--- config.mk ---
export PLATFORM = sky130hd
export DESIGN_NAME = match_capture_timer_counter_core
export DESIGN_NICKNAME = d
export VERILOG_FILES = /design/src/rtl/mctc_pkg.sv /design/src/rtl/mctc_timer.sv /design/src/rtl/mctc_out_buf.sv /design/src/rtl/match_capture_timer_counter_core.sv
export SDC_FILE = /design/constraint.sdc
export NUM_CORES = 1
export LEC_CHECK = 0
export BUFFER_PORTS_ARGS = -buffer_cell sky130_fd_sc_hd__buf_2
export CORE_ASPECT_RATIO = 0.7
export CORE_UTILIZATION = 55
export CTS_CLUSTER_SIZE = 30
export DETAILED_ROUTE_END_ITERATION = 10
export PLACE_DENSITY = 0.85
export SLEW_MARGIN = 10
export SYNTH_ARGS = -nofsm -noshare
export SYNTH_HDL_FRONTEND = slang
export SYNTH_SLANG_ARGS = --single-unit
--- constraint.sdc ---
create_clock -name clk -period 3.5 [get_ports clk]
set_clock_uncertainty 0.1 [all_clocks]
set_input_delay 0.525 -clock clk [delete_from_list [all_inputs] [get_ports clk]]
set_output_delay 0.525 -clock clk [all_outputs]
set_load 0.02 [all_outputs]
--- src/rtl/mctc_pkg.sv ---
// Package for the match/capture timer counter.
// Beat types, mode and register address codes, control bit positions.
// No dependencies.
package mctc_pkg;

	typedef struct packed {
		logic [1:0]  mode;
		logic [3:0]  reg_addr;
		logic [31:0] write_data;
		logic        capture_level;
	} item_t;

	typedef struct packed {
		logic [31:0] read_data;
		logic        irq;
		logic        running;
	} result_t;

	localparam logic [1:0] MODE_TICK  = 2'd0;
	localparam logic [1:0] MODE_WRITE = 2'd1;
	localparam logic [1:0] MODE_READ  = 2'd2;

	localparam logic [3:0] ADDR_FLAGS    = 4'd0;
	localparam logic [3:0] ADDR_CONTROL  = 4'd1;
	localparam logic [3:0] ADDR_COUNT    = 4'd2;
	localparam logic [3:0] ADDR_PRESCALE = 4'd3;
	localparam logic [3:0] ADDR_PRE_CNT  = 4'd4;
	localparam logic [3:0] ADDR_MATCH_CT = 4'd5;
	localparam logic [3:0] ADDR_MATCH    = 4'd6;
	localparam logic [3:0] ADDR_CAP_CT   = 4'd7;
	localparam logic [3:0] ADDR_CAPTURE  = 4'd8;

	// run control bits
	localparam int RUN_ENABLE = 0;
	localparam int RUN_RESET  = 1;
	// match control bits
	localparam int MATCH_FLAG_EN = 0;
	localparam int MATCH_RESTART = 1;
	localparam int MATCH_STOP    = 2;
	// capture control bits
	localparam int CAP_RISE    = 0;
	localparam int CAP_FALL    = 1;
	localparam int CAP_FLAG_EN = 2;
	// flag bits
	localparam int FLAG_MATCH   = 0;
	localparam int FLAG_CAPTURE = 4;

endpackage

--- src/rtl/mctc_timer.sv ---
// Timer state registers and single-pass next-state logic for one beat.
// Produces the result beat of the accepted item. Uses mctc_pkg.
module mctc_timer #(
	parameter int COUNT_WIDTH = 32
) (
	input  logic             clk,
	input  logic             arst_n,
	input  logic             accept,
	input  mctc_pkg::item_t  item,
	output mctc_pkg::result_t result
);

	localparam int CW = COUNT_WIDTH;

	logic [CW-1:0] count_q, match_q, capture_q;
	logic [31:0]   pre_cnt_q, pre_lim_q;
	logic [2:0]    match_ctl_q, cap_ctl_q;
	logic [1:0]    run_q;
	logic [4:0]    flags_q;
	logic          last_level_q;

	logic [CW-1:0] count_d, capture_d, count_inc;
	logic [31:0]   pre_cnt_d, pre_lim_d;
	logic [CW-1:0] match_d;
	logic [2:0]    match_ctl_d, cap_ctl_d;
	logic [1:0]    run_d;
	logic [4:0]    flags_d;
	logic          last_level_d;
	logic          rise, fall;
	logic [31:0]   rd;

	assign rise      = item.capture_level && !last_level_q;
	assign fall      = !item.capture_level && last_level_q;
	assign count_inc = count_q + CW'(1);

	always_comb begin
		count_d      = count_q;
		capture_d    = capture_q;
		pre_cnt_d    = pre_cnt_q;
		pre_lim_d    = pre_lim_q;
		match_d      = match_q;
		match_ctl_d  = match_ctl_q;
		cap_ctl_d    = cap_ctl_q;
		run_d        = run_q;
		flags_d      = flags_q;
		last_level_d = last_level_q;
		rd           = '0;
		unique case (item.mode)
			mctc_pkg::MODE_TICK: begin
				// capture sees the count from before this tick
				if ((rise && cap_ctl_q[mctc_pkg::CAP_RISE]) ||
				    (fall && cap_ctl_q[mctc_pkg::CAP_FALL])) begin
					capture_d = count_q;
					if (cap_ctl_q[mctc_pkg::CAP_FLAG_EN])
						flags_d[mctc_pkg::FLAG_CAPTURE] = 1'b1;
				end
				last_level_d = item.capture_level;
				if (run_q[mctc_pkg::RUN_RESET]) begin
					count_d   = '0;
					pre_cnt_d = '0;
				end else if (run_q[mctc_pkg::RUN_ENABLE]) begin
					if (pre_cnt_q != pre_lim_q) begin
						pre_cnt_d = pre_cnt_q + 32'd1;
					end else begin
						pre_cnt_d = '0;
						count_d   = count_inc;
						if (count_inc == match_q) begin
							if (match_ctl_q[mctc_pkg::MATCH_FLAG_EN])
								flags_d[mctc_pkg::FLAG_MATCH] = 1'b1;
							if (match_ctl_q[mctc_pkg::MATCH_RESTART])
								count_d = '0;
							if (match_ctl_q[mctc_pkg::MATCH_STOP])
								run_d[mctc_pkg::RUN_ENABLE] = 1'b0;
						end
					end
				end
			end
			mctc_pkg::MODE_WRITE: begin
				unique case (item.reg_addr)
					mctc_pkg::ADDR_FLAGS:    flags_d = flags_q & ~item.write_data[4:0];
					mctc_pkg::ADDR_CONTROL: begin
						run_d = item.write_data[1:0];
						if (item.write_data[mctc_pkg::RUN_RESET]) begin
							count_d   = '0;
							pre_cnt_d = '0;
						end
					end
					mctc_pkg::ADDR_COUNT:    count_d     = item.write_data[CW-1:0];
					mctc_pkg::ADDR_PRESCALE: pre_lim_d   = item.write_data;
					mctc_pkg::ADDR_PRE_CNT:  pre_cnt_d   = item.write_data;
					mctc_pkg::ADDR_MATCH_CT: match_ctl_d = item.write_data[2:0];
					mctc_pkg::ADDR_MATCH:    match_d     = item.write_data[CW-1:0];
					mctc_pkg::ADDR_CAP_CT:   cap_ctl_d   = item.write_data[2:0];
					default: ; // captured value is read only; unused addresses ignored
				endcase
			end
			mctc_pkg::MODE_READ: begin
				unique case (item.reg_addr)
					mctc_pkg::ADDR_FLAGS:    rd = 32'(flags_q);
					mctc_pkg::ADDR_CONTROL:  rd = 32'(run_q);
					mctc_pkg::ADDR_COUNT:    rd = 32'(count_q);
					mctc_pkg::ADDR_PRESCALE: rd = pre_lim_q;
					mctc_pkg::ADDR_PRE_CNT:  rd = pre_cnt_q;
					mctc_pkg::ADDR_MATCH_CT: rd = 32'(match_ctl_q);
					mctc_pkg::ADDR_MATCH:    rd = 32'(match_q);
					mctc_pkg::ADDR_CAP_CT:   rd = 32'(cap_ctl_q);
					mctc_pkg::ADDR_CAPTURE:  rd = 32'(capture_q);
					default:                 rd = '0;
				endcase
			end
			default: ;
		endcase
	end

	assign result.read_data = rd;
	assign result.irq       = |flags_d;
	assign result.running   = run_d[mctc_pkg::RUN_ENABLE];

	always_ff @(posedge clk or negedge arst_n) begin
		if (!arst_n) begin
			count_q      <= '0;
			capture_q    <= '0;
			pre_cnt_q    <= '0;
			pre_lim_q    <= '0;
			match_q      <= '0;
			match_ctl_q  <= '0;
			cap_ctl_q    <= '0;
			run_q        <= '0;
			flags_q      <= '0;
			last_level_q <= 1'b0;
		end else if (accept) begin
			count_q      <= count_d;
			capture_q    <= capture_d;
			pre_cnt_q    <= pre_cnt_d;
			pre_lim_q    <= pre_lim_d;
			match_q      <= match_d;
			match_ctl_q  <= match_ctl_d;
			cap_ctl_q    <= cap_ctl_d;
			run_q        <= run_d;
			flags_q      <= flags_d;
			last_level_q <= last_level_d;
		end
	end

endmodule

--- src/rtl/mctc_out_buf.sv ---
// Result register with a skid stage behind it.
// Lets a new beat in while a finished result waits. Uses mctc_pkg.
module mctc_out_buf (
	input  logic              clk,
	input  logic              arst_n,
	input  logic              load,
	input  mctc_pkg::result_t load_data,
	output logic              full,
	output logic              result_valid,
	input  logic              result_stall,
	output mctc_pkg::result_t result
);

	logic              res_v_q, skid_v_q;
	mctc_pkg::result_t res_q, skid_q;
	logic              take;

	assign take         = res_v_q && !result_stall;
	assign full         = skid_v_q;
	assign result_valid = res_v_q;
	assign result       = res_q;

	always_ff @(posedge clk or negedge arst_n) begin
		if (!arst_n) begin
			res_v_q  <= 1'b0;
			skid_v_q <= 1'b0;
		end else if (!res_v_q || take) begin
			// skid beat first; no load can happen while it is occupied
			res_v_q  <= skid_v_q || load;
			skid_v_q <= 1'b0;
		end else if (load) begin
			skid_v_q <= 1'b1;
		end
	end

	always_ff @(posedge clk) begin
		if (!res_v_q || take) begin
			res_q <= skid_v_q ? skid_q : load_data;
		end else if (load) begin
			skid_q <= load_data;
		end
	end

endmodule

--- src/rtl/match_capture_timer_counter_core.sv ---
// Match/capture timer counter, top level.
// An accepted item's result beat reaches the output in the next cycle when the output is free.
// Throughput: one item per cycle unless stalled; all work sits between state and result registers.
// A two-deep output (result register plus skid) raises item_stall only when both are full.
// arst_n clears all timer state and empties the output at once.
// Instantiates mctc_timer and mctc_out_buf; uses mctc_pkg.
module match_capture_timer_counter_core #(
	parameter int COUNT_WIDTH = 32
) (
	input  logic              clk,
	input  logic              arst_n,
	input  logic              item_valid,
	output logic              item_stall,
	input  mctc_pkg::item_t   item,
	output logic              result_valid,
	input  logic              result_stall,
	output mctc_pkg::result_t result
);

	logic              accept;
	mctc_pkg::result_t next_result;

	assign accept = item_valid && !item_stall;

	mctc_timer #(
		.COUNT_WIDTH(COUNT_WIDTH)
	) u_timer (
		.clk   (clk),
		.arst_n(arst_n),
		.accept(accept),
		.item  (item),
		.result(next_result)
	);

	mctc_out_buf u_out (
		.clk         (clk),
		.arst_n      (arst_n),
		.load        (accept),
		.load_data   (next_result),
		.full        (item_stall),
		.result_valid(result_valid),
		.result_stall(result_stall),
		.result      (result)
	);

endmodule

Word-level counts from Yosys, hierarchy flattened
Index checks and enable logic that the tools add are counted.
{"block": "word_totals", "reg_bits": 244, "inputBits": 43, "word_cells": 106}
{"block": "op_classes", "add_sub_neg": 2, "eq_ne": 17, "muxes": 36, "n_bitwise": 3, "n_reduce_logical": 29}
{"operator": "$mux W32", "count": 10}
{"operator": "$pmux W32 S9", "count": 1}
{"operator": "$pmux W32 S2", "count": 4}
{"operator": "$add A32 B1 Y32 const B", "count": 2}
{"operator": "$mux W34", "count": 1}
{"operator": "$eq A32 B32 Y1", "count": 1}
{"operator": "$ne A32 B32 Y1", "count": 1}
{"operator": "$reduce_and A3 Y1", "count": 6}
{"operator": "$eq A4 B3 Y1 const B", "count": 4}
{"operator": "$mux W1", "count": 15}
{"operator": "$ne A3 B1 Y1 const B", "count": 3}
{"operator": "$eq A4 B2 Y1 const B", "count": 2}
{"operator": "$logic_and A1 B1 Y1", "count": 6}
{"operator": "$pmux W1 S2", "count": 3}
{"operator": "$reduce_and A6 Y1", "count": 1}
{"operator": "$and A5 B5 Y5", "count": 1}
{"operator": "$logic_not A1 Y1", "count": 5}
{"operator": "$mux W5", "count": 1}
{"operator": "$not A5 Y5", "count": 1}
{"operator": "$reduce_and A5 Y1", "count": 1}
{"operator": "$reduce_or A5 Y1", "count": 1}
{"operator": "$eq A4 B1 Y1 const B", "count": 1}
{"operator": "$eq A4 B4 Y1 const B", "count": 1}
{"operator": "$logic_not A4 Y1", "count": 1}
{"operator": "other kinds (10)", "count": 14}

Logic depth before layout (Yosys ltp)
Gate-level depths: netlist of run 1.
{"block": "depth", "word_depth": 9, "depth_mapped": 12}

Hierarchy
From an unflattened synthesis of run 1, not the netlist that was laid out.
{"block": "hier_totals", "cells_unflattened": 1351, "hier_area_um2": 13884.6}
{"module": "mctc_timer", "instances": 1, "cells_per_inst": 1238, "area_each_um2": 11190.7, "seq_area_each_um2": 4354.2}
{"module": "mctc_out_buf", "instances": 1, "cells_per_inst": 112, "area_each_um2": 2680.1, "seq_area_each_um2": 2092.0}
{"module": "match_capture_timer_counter_core", "instances": 1, "cells_per_inst": 1, "area_each_um2": 13.8, "seq_area_each_um2": 0.0}

Worst setup path after synthesis of run 1
Ideal clock, no wire load.
{"block": "synth_path", "path_kind": "flip-flop to flip-flop", "startpoint": "reg u_timer.count_q[0]", "endpoint": "reg u_timer.count_q[22]", "t_arrival_ps": 3336, "required_time_ps": 3276, "path_slack_ps": -60, "stages_incl_launch_ff": 12, "period_less_slack_ps": 3560, "path_cell_list": "dfrtp_1 buf_2 nand4_1 nor4_4 a21oi_2 or4_1 or4_1 or4_4 o31ai_4 buf_6 a21oi_2 a211o_1"}
{"block": "synth_via", "elab_chain_cells": 7, "word_cells_on_any_way": 8}
{"item": "start: declaration", "line_no": "mctc_timer.sv:15", "rtl": "logic [CW-1:0] count_q, match_q, capture_q;"}
{"item": "start signal: assignment", "line_no": "mctc_timer.sv:132", "rtl": "count_q <= count_d;"}
{"item": "$add A32 B1 Y32 *", "line_no": "mctc_timer.sv:34", "rtl": "assign count_inc = count_q + CW'(1);"}
{"item": "$eq A32 B32 Y1 / $mux W32 (equally long branches)", "line_no": "mctc_timer.sv:67, mctc_timer.sv:70"}
{"item": "$mux W32 *", "line_no": "mctc_timer.sv:67", "rtl": "if (count_inc == match_q) begin"}
{"item": "$mux W32 *", "line_no": "mctc_timer.sv:62", "rtl": "if (pre_cnt_q != pre_lim_q) begin"}
{"item": "$mux W32 *", "line_no": "mctc_timer.sv:61", "rtl": "end else if (run_q[mctc_pkg::RUN_ENABLE]) begin"}
{"item": "$mux W32 *", "line_no": "mctc_timer.sv:58", "rtl": "if (run_q[mctc_pkg::RUN_RESET]) begin"}
{"item": "$pmux W32 S2 *", "line_no": "mctc_timer.sv:48", "rtl": "unique case (item.mode)"}
Every way passes the cells marked *; elsewhere a longest branch is shown, timed or not. The select of a mux whose other input is x is not followed.
A chain may end at the register's enable or synchronous reset.

Worst setup path in the final report of run 1
{"block": "layout_path", "startpoint": "reg u_timer.count_q[7]", "endpoint": "reg u_timer.count_q[24]"}
Same word-level chain as after synthesis.

==> metrics.txt, run 1 <==
status=complete, but fails checks; failing checks=setup timing; Peak Freq=274 MHz; maximum fanout along the worst path=12; WL/cell=24.0 um; hold depth=3; H-Tree Level Count=1; Antenna diodes=0; clk sinks=244; Post-DRT Antenna Nets=0; Worst Path Arrival=3.95 ns; final setup margin=-0.148 ns; Worst Path Required=3.80 ns; first-pass GRT wire length=66100 um; DRT iter0 DRCs=1954; R2R depth=12; fraction of layout cells with a size suffix above 1=0.307; Max-slew headroom=0.508; clock slew at reported path FFs=0.07 ns; post-synthesis cell count=1311; distinct cell type count after synthesis=69; total CTS buffers=24; design area=0.0161 mm^2; Hold Violations, Final=0; critical path class=reg2reg; Tcrit/Tclk final=1.04; count of pins over their slew limit=0; Largest stage delay, worst path=0.53 ns; fin nets=1503; post-synth net total=1356; sequential share of the synthesized area=0.477; CTS Root Cell=clkbuf_16; Tmin final=3.65 ns; largest net degree at the start of global routing=73; power per cell area=484 mW/mm^2; GRT Util Overall=0.339; Overflow after GRT=0; RSZ-0062 raised after global routing=true; peak supply drop=0.364 mV; first-pass iteration count of the detailed router=6; CP top delay family=simple AND/OR/NAND/NOR gates; post-route insts no fill=1794; I/O Buffers=78; drt drc=0; Initial Utilization=0.566; slowest stage cell, crit path=or4_1; Site Rows=47; initial antenna violation count=0; final WL=43100 um; placed insts=1741; Mean Syn Cell Area=10.3 um^2; max_cap viols=0; io pins=79; Worst Max-Slew Pin Slew=0.738 ns; worst-case clock buffer depth=3; vias per std cell=6.70; Synth Register Bits=244; area of the mapped netlist=0.0135 mm^2; Post-synth ARST share=0.721; Util after Layout=0.676; Post-synth EDFFs=68; die height=133 um; CP startpoint kind=register; chip width=189 um; RD Place Congestion=0.987; Skew-Pair Late Insertion Delay=0.53 ns; final number of setup-violating endpoints=32; worst hold path type=in2reg; CP Buf/Inv Count=3; leakage power of the design=6.79 nW; Die ar.=0.0252 mm^2; CTS tree=done; Worst setup EP type=register; Top FF cell, synth=dfrtp_1; Pwr Total=7.81 mW; final hold slack=0.134 ns; vias=12000; core area=0.0239 mm^2; Synth Warn #=0; number of global-route vias before repair=11400; Stages on worst setup path=12; HPWL Detailed=29900 um; Post-DP Area=0.0150 mm^2; Area Growth Syn to Fin=19.5%; crit path cell chain=buf_4 -> xnor2_1 -> o22ai_1 -> nor3_1 -> or4_1 -> or4_1 -> or4_4 -> o31ai_4 -> buf_4 -> buf_12 -> a21oi_2 -> a211o_1
cells by family (layout without fill, tap and decap cells):
| logic type | count (synthesis) | in the layout | share of synthesized area |
|---|---|---|---|
| mux | 144 | 144 | 0.121 |
| compound gates | 321 | 321 | 0.159 |
| flops | 244 | 244 | 0.477 |
| buf+inv | 118 | 283 | 0.0374 |
| xor+xnor | 80 | 80 | 0.0519 |
| fa+ha+maj | 2 | 2 | 0.00185 |
| simple gates | 402 | 402 | 0.152 |
final timing paths:
| check | slack [ns] | start | endpoint |
|---|---|---|---|
| worst max-delay path | -0.15 | u_timer.count_q[7]$_DFFE_PN0P_ | u_timer.count_q[24]$_DFFE_PN0P_ |
| worst min register to register | 0.41 | u_timer.capture_q[8]$_DFFE_PN0P_ | u_timer.capture_q[8]$_DFFE_PN0P_ |
| max in group asynchronous | 2.00 | arst_n | u_timer.pre_lim_q[25]$_DFFE_PN0P_ |
| worst min-delay path | 0.13 | item_valid | u_out.result_valid$_DFFE_PN0N_ |
| worst max register to register | -0.15 | u_timer.count_q[7]$_DFFE_PN0P_ | u_timer.count_q[24]$_DFFE_PN0P_ |
| min in group asynchronous | 0.50 | arst_n | u_out.full$_DFFE_PN0P_ |
metrics by stage:
| step | setup TNS [ns] | setup slack [ns] |
|---|---|---|
| floorplan | -0.331 | -0.0276 |
| detailed placement | -2.25 | -0.106 |
| CTS | -0.782 | -0.0481 |
| finish | -3.76 | -0.148 |
| global placement | -0.437 | -0.0351 |
| global route | -6.64 | -0.238 |
cells in the mapped netlist, types with 4 or more instances:
cell / number / share of area
a211o_1: 9 / 0.0058
a21oi_1: 32 / 0.012
a21oi_2: 7 / 0.0045
a22o_1: 17 / 0.011
a22oi_1: 68 / 0.038
a31oi_1: 39 / 0.018
a32oi_1: 4 / 0.0026
and2_1: 8 / 0.0037
and3_1: 22 / 0.010
and4_1: 5 / 0.0032
buf_1: 23 / 0.0064
buf_2: 4 / 0.0015
buf_4: 5 / 0.0028
buf_6: 5 / 0.0042
clkbuf_1: 67 / 0.019
dfrtp_1: 176 / 0.33
edfxtp_1: 68 / 0.15
inv_1: 13 / 0.0036
mux2_2: 140 / 0.12
nand2_1: 122 / 0.034
nand2b_1: 7 / 0.0032
nand3_1: 24 / 0.0089
nand3b_1: 7 / 0.0039
nand4_1: 25 / 0.012
nor2_1: 72 / 0.020
nor2b_1: 8 / 0.0037
nor3_1: 27 / 0.010
nor3b_1: 6 / 0.0033
nor4_1: 29 / 0.013
o21a_1: 5 / 0.0028
o21ai_0: 81 / 0.030
o21ai_1: 14 / 0.0052
o31ai_1: 10 / 0.0056
o32ai_1: 4 / 0.0026
o41ai_1: 6 / 0.0039
or2_2: 4 / 0.0019
or3_1: 16 / 0.0074
or4_1: 6 / 0.0033
xnor2_1: 38 / 0.025
xor2_1: 42 / 0.027
routing by layer:
| layer | track usage | part of all wire |
|---|---|---|
| met5 | 0 | 0 |
| met3 | 0.0569 | 0.12 |
| met2 | 0.490 | 0.42 |
| met1 | 0.530 | 0.44 |
| met4 | 0.0735 | 0.020 |
placed cells by master, fill, tap and decap left out, types with 26 or more instances in the layout:
cell type	n
a31oi_1	39
edfxtp_1	68
a21oi_1	27
nor3_1	26
xnor2_1	36
mux2_2	140
buf_4	133
a22oi_1	68
xor2_1	42
buf_2	77
nand2_1	121
dfrtp_1	175
clkbuf_16	28
o21ai_0	73
nor2_1	71
tightest hold or removal path, delay by kind of cell:
kind	cells	cell delay [ns]
buffers and inverters	1	0.09
AND/OR/NAND/NOR	2	0.11
area by class of cell:
type,instances,area (um^2)
fillers,1815,7740
clock inverters,9,115
multi-input cells,949,6770
inverters,13,48.8
flip-flops and latches,244,6450
clock buffers,35,703
repair buffers,226,1660
well taps,318,398
state kept, by name, indices dropped and copies added, names as in the netlist:
name                  flops
u_out.skid_q             34
u_timer.last_level_q      1
u_timer.match_q          32
u_out.full                1
u_timer.flags_q           5
u_out.result_valid        1
u_timer.cap_ctl_q         3
u_timer.run_q             2
u_timer.count_q          32
u_timer.pre_cnt_q        32
u_timer.capture_q        32
u_timer.pre_lim_q        32
u_out.result             34
u_timer.match_ctl_q       3
power by group:
| part | internal (mW) | switching [mW] |
|---|---|---|
| Combinational | 0.698 | 0.937 |
| Sequential | 3.20 | 0.252 |
| Clock | 1.61 | 1.11 |
| Total | 5.51 | 2.30 |
what timing repair did:
| action | CTS | global route |
|---|---|---|
| endpoints found under the hold margin | 67 | 0 |
| setup endpoints to repair | 33 | 37 |
| gates resized for setup | 3 | 30 |
| hold buffers | 1 | 0 |
| cloned | 0 | 4 |
| buffers inserted | 0 | 4 |
| pin swaps | 4 | 10 |
No activity file was read; power rests on OpenSTA's default activity.
==> run 2, diff against run 1 <==
PLACE_DENSITY = 0.83   (was 0.85)
==> metrics.txt, run 2 (synthesis results as in run 1) <==
status=complete, but fails checks; failing checks=setup timing; CTS Root Cell=clkbuf_16; leakage power of the design=6.76 nW; clk sinks=244; largest net degree at the start of global routing=81; RSZ-0062 raised after global routing=true; core area=0.0239 mm^2; Worst setup EP type=register; CP startpoint kind=register; count of pins over their slew limit=0; hold depth=3; Pwr Total=7.86 mW; Tmin final=3.67 ns; first-pass iteration count of the detailed router=5; die height=133 um; post-route insts no fill=1790; max_cap viols=0; Site Rows=47; Worst Max-Slew Pin Slew=1.06 ns; crit path cell chain=nand3_4 -> nor4_4 -> a21oi_2 -> or4_1 -> or4_1 -> or4_4 -> o31ai_4 -> buf_6 -> clkbuf_16 -> a21oi_2 -> a211o_1; vias per std cell=6.64; number of global-route vias before repair=11600; CP Buf/Inv Count=2; Sw Share=0.298; Multi-input gate area=0.00675 mm^2; Die ar.=0.0252 mm^2; drt drc=0; vias=11900; Peak Freq=272 MHz; Hold Startpoint=item_valid; reg-to-reg startpoint=u_timer.count_q[6]$_DFFE_PN0P_; Antenna diodes=0; I/O Buffers=78; Net Sw Power=2.34 mW; critical path class=reg2reg; chip width=189 um; first-pass GRT wire length=66400 um; maximum fanout along the worst path=10; placed insts=1734; worst hold path type=in2reg; Register Area=0.00645 mm^2; initial antenna violation count=0; final number of setup-violating endpoints=32; DRT iter0 DRCs=1617; Area Growth Syn to Fin=19.1%; R2R Setup Slk=-0.17 ns; most common cell after layout, fill and taps aside=dfrtp_1; internal power=5.52 mW; Max-slew headroom=0.294; Initial Utilization=0.566; final WL=42800 um; Worst Path Arrival=3.99 ns; fraction of layout cells with a size suffix above 1=0.308; Clock power frac=0.353; H-Tree Level Count=1; Largest stage delay, worst path=0.54 ns; power per cell area=488 mW/mm^2; R2R depth=11; Fill cells=1827; Comb pwr share=0.206; Skew-Pair Late Insertion Delay=0.54 ns; worst-case clock buffer depth=3; GRT Util Overall=0.342; Post-DRT Antenna Nets=0; Worst Path Required=3.82 ns; CTS tree=done; HPWL Detailed=30000 um; clock slew at reported path FFs=0.07 ns; CP top delay family=simple AND/OR/NAND/NOR gates; r2r endpoint=u_timer.count_q[18]$_DFFE_PN0P_; peak supply drop=0.453 mV; Hold Violations, Final=0; most frequent cells in the layout=172 x dfrtp_1, 140 x mux2_2, 132 x buf_4; WL/cell=23.9 um; io pins=79; slowest stage cell, crit path=or4_1; total CTS buffers=24; Tcrit/Tclk final=1.05; Seq pwr share=0.441; WHS Endpoint=u_out.result_valid$_DFFE_PN0N_; RD Place Congestion=1.00; fin nets=1499; final setup margin=-0.175 ns; Overflow after GRT=0
-- run 2: metal layers --
metal  part of all wire  wire length [um]  vias up  GRT usage
li1                   -                 -     5196          -
met3               0.11              4740       83     0.0827
met1               0.45             19300     5907      0.515
met2               0.42             17800      708      0.491
met5                  0                 0        -          0
met4              0.022               944        0     0.0914
-- run 2: worst max path at each step --
stage / startpoint / endpoint / slack (ns) / cells past startpoint
after floorplan: u_timer.count_q[7]$_DFFE_PN0P_ / u_timer.count_q[22]$_DFFE_PN0P_ / -0.03 / 11
after global placement: u_timer.count_q[0]$_DFFE_PN0P_ / u_timer.count_q[17]$_DFFE_PN0P_ / -0.15 / 14
after detailed placement: u_timer.count_q[0]$_DFFE_PN0P_ / u_out.result[0]$_DFFE_PN_ / -0.25 / 10
after CTS: u_timer.count_q[6]$_DFFE_PN0P_ / u_timer.count_q[18]$_DFFE_PN0P_ / -0.10 / 11
after global routing: u_timer.count_q[5]$_DFFE_PN0P_ / u_timer.count_q[3]$_DFFE_PN0P_ / -0.26 / 11
final: u_timer.count_q[6]$_DFFE_PN0P_ / u_timer.count_q[18]$_DFFE_PN0P_ / -0.17 / 11
-- run 2: power by group through the flow --
| stage | clock [mW] | sequential, mW | combinational, mW |
|---|---|---|---|
| floorplan | 0 | 3.47 | 0.874 |
| global placement | 0 | 3.48 | 1.46 |
| global route | 2.89 | 3.49 | 1.73 |
| finish | 2.77 | 3.47 | 1.62 |
| CTS | 2.80 | 3.45 | 1.55 |
| detailed placement | 0 | 3.50 | 1.49 |
-- run 2: tightest hold or removal path, cell delays in order --
cell and delay [ns]:
buf_2 0.09, nor2_1 0.05, nand2_1 0.06
-- run 2: timing repair --
action / CTS / global route
gates cloned: 2 / 1
endpoints found under the hold margin: 18 / 0
setup buffers: 5 / 3
pin swaps: 5 / 13
gates resized for setup: 22 / 13
hold buffers: 1 / 0
setup endpoints to repair: 36 / 37
-- run 2: final cells by class --
cell class	instances	share of cell area
Multi-Input combinational cell	949	0.419
Timing Repair Buffer	222	0.100
Inverter	13	0.00303
Clock inverter	12	0.00879
Tap cell	318	0.0247
Clock buffer	32	0.0431
Sequential cell	244	0.401
-- run 2: per-stage QoR --
| stage | TNS, ns | setup WS [ns] | hold WS (ns) | instance area (um^2) | util |
|---|---|---|---|---|---|
| CTS | -2.06 | -0.104 | 0.103 | 16000 | 0.669 |
| finish | -4.45 | -0.175 | 0.120 | 16100 | 0.674 |
| floorplan | -0.331 | -0.0276 | 0.129 | 13600 | - |
| detailed placement | -6.07 | -0.253 | 0.285 | 15000 | 0.627 |
| global placement | -3.81 | -0.146 | 0.286 | 15000 | 0.627 |
| global route | -7.45 | -0.259 | 0.130 | 16100 | 0.674 |
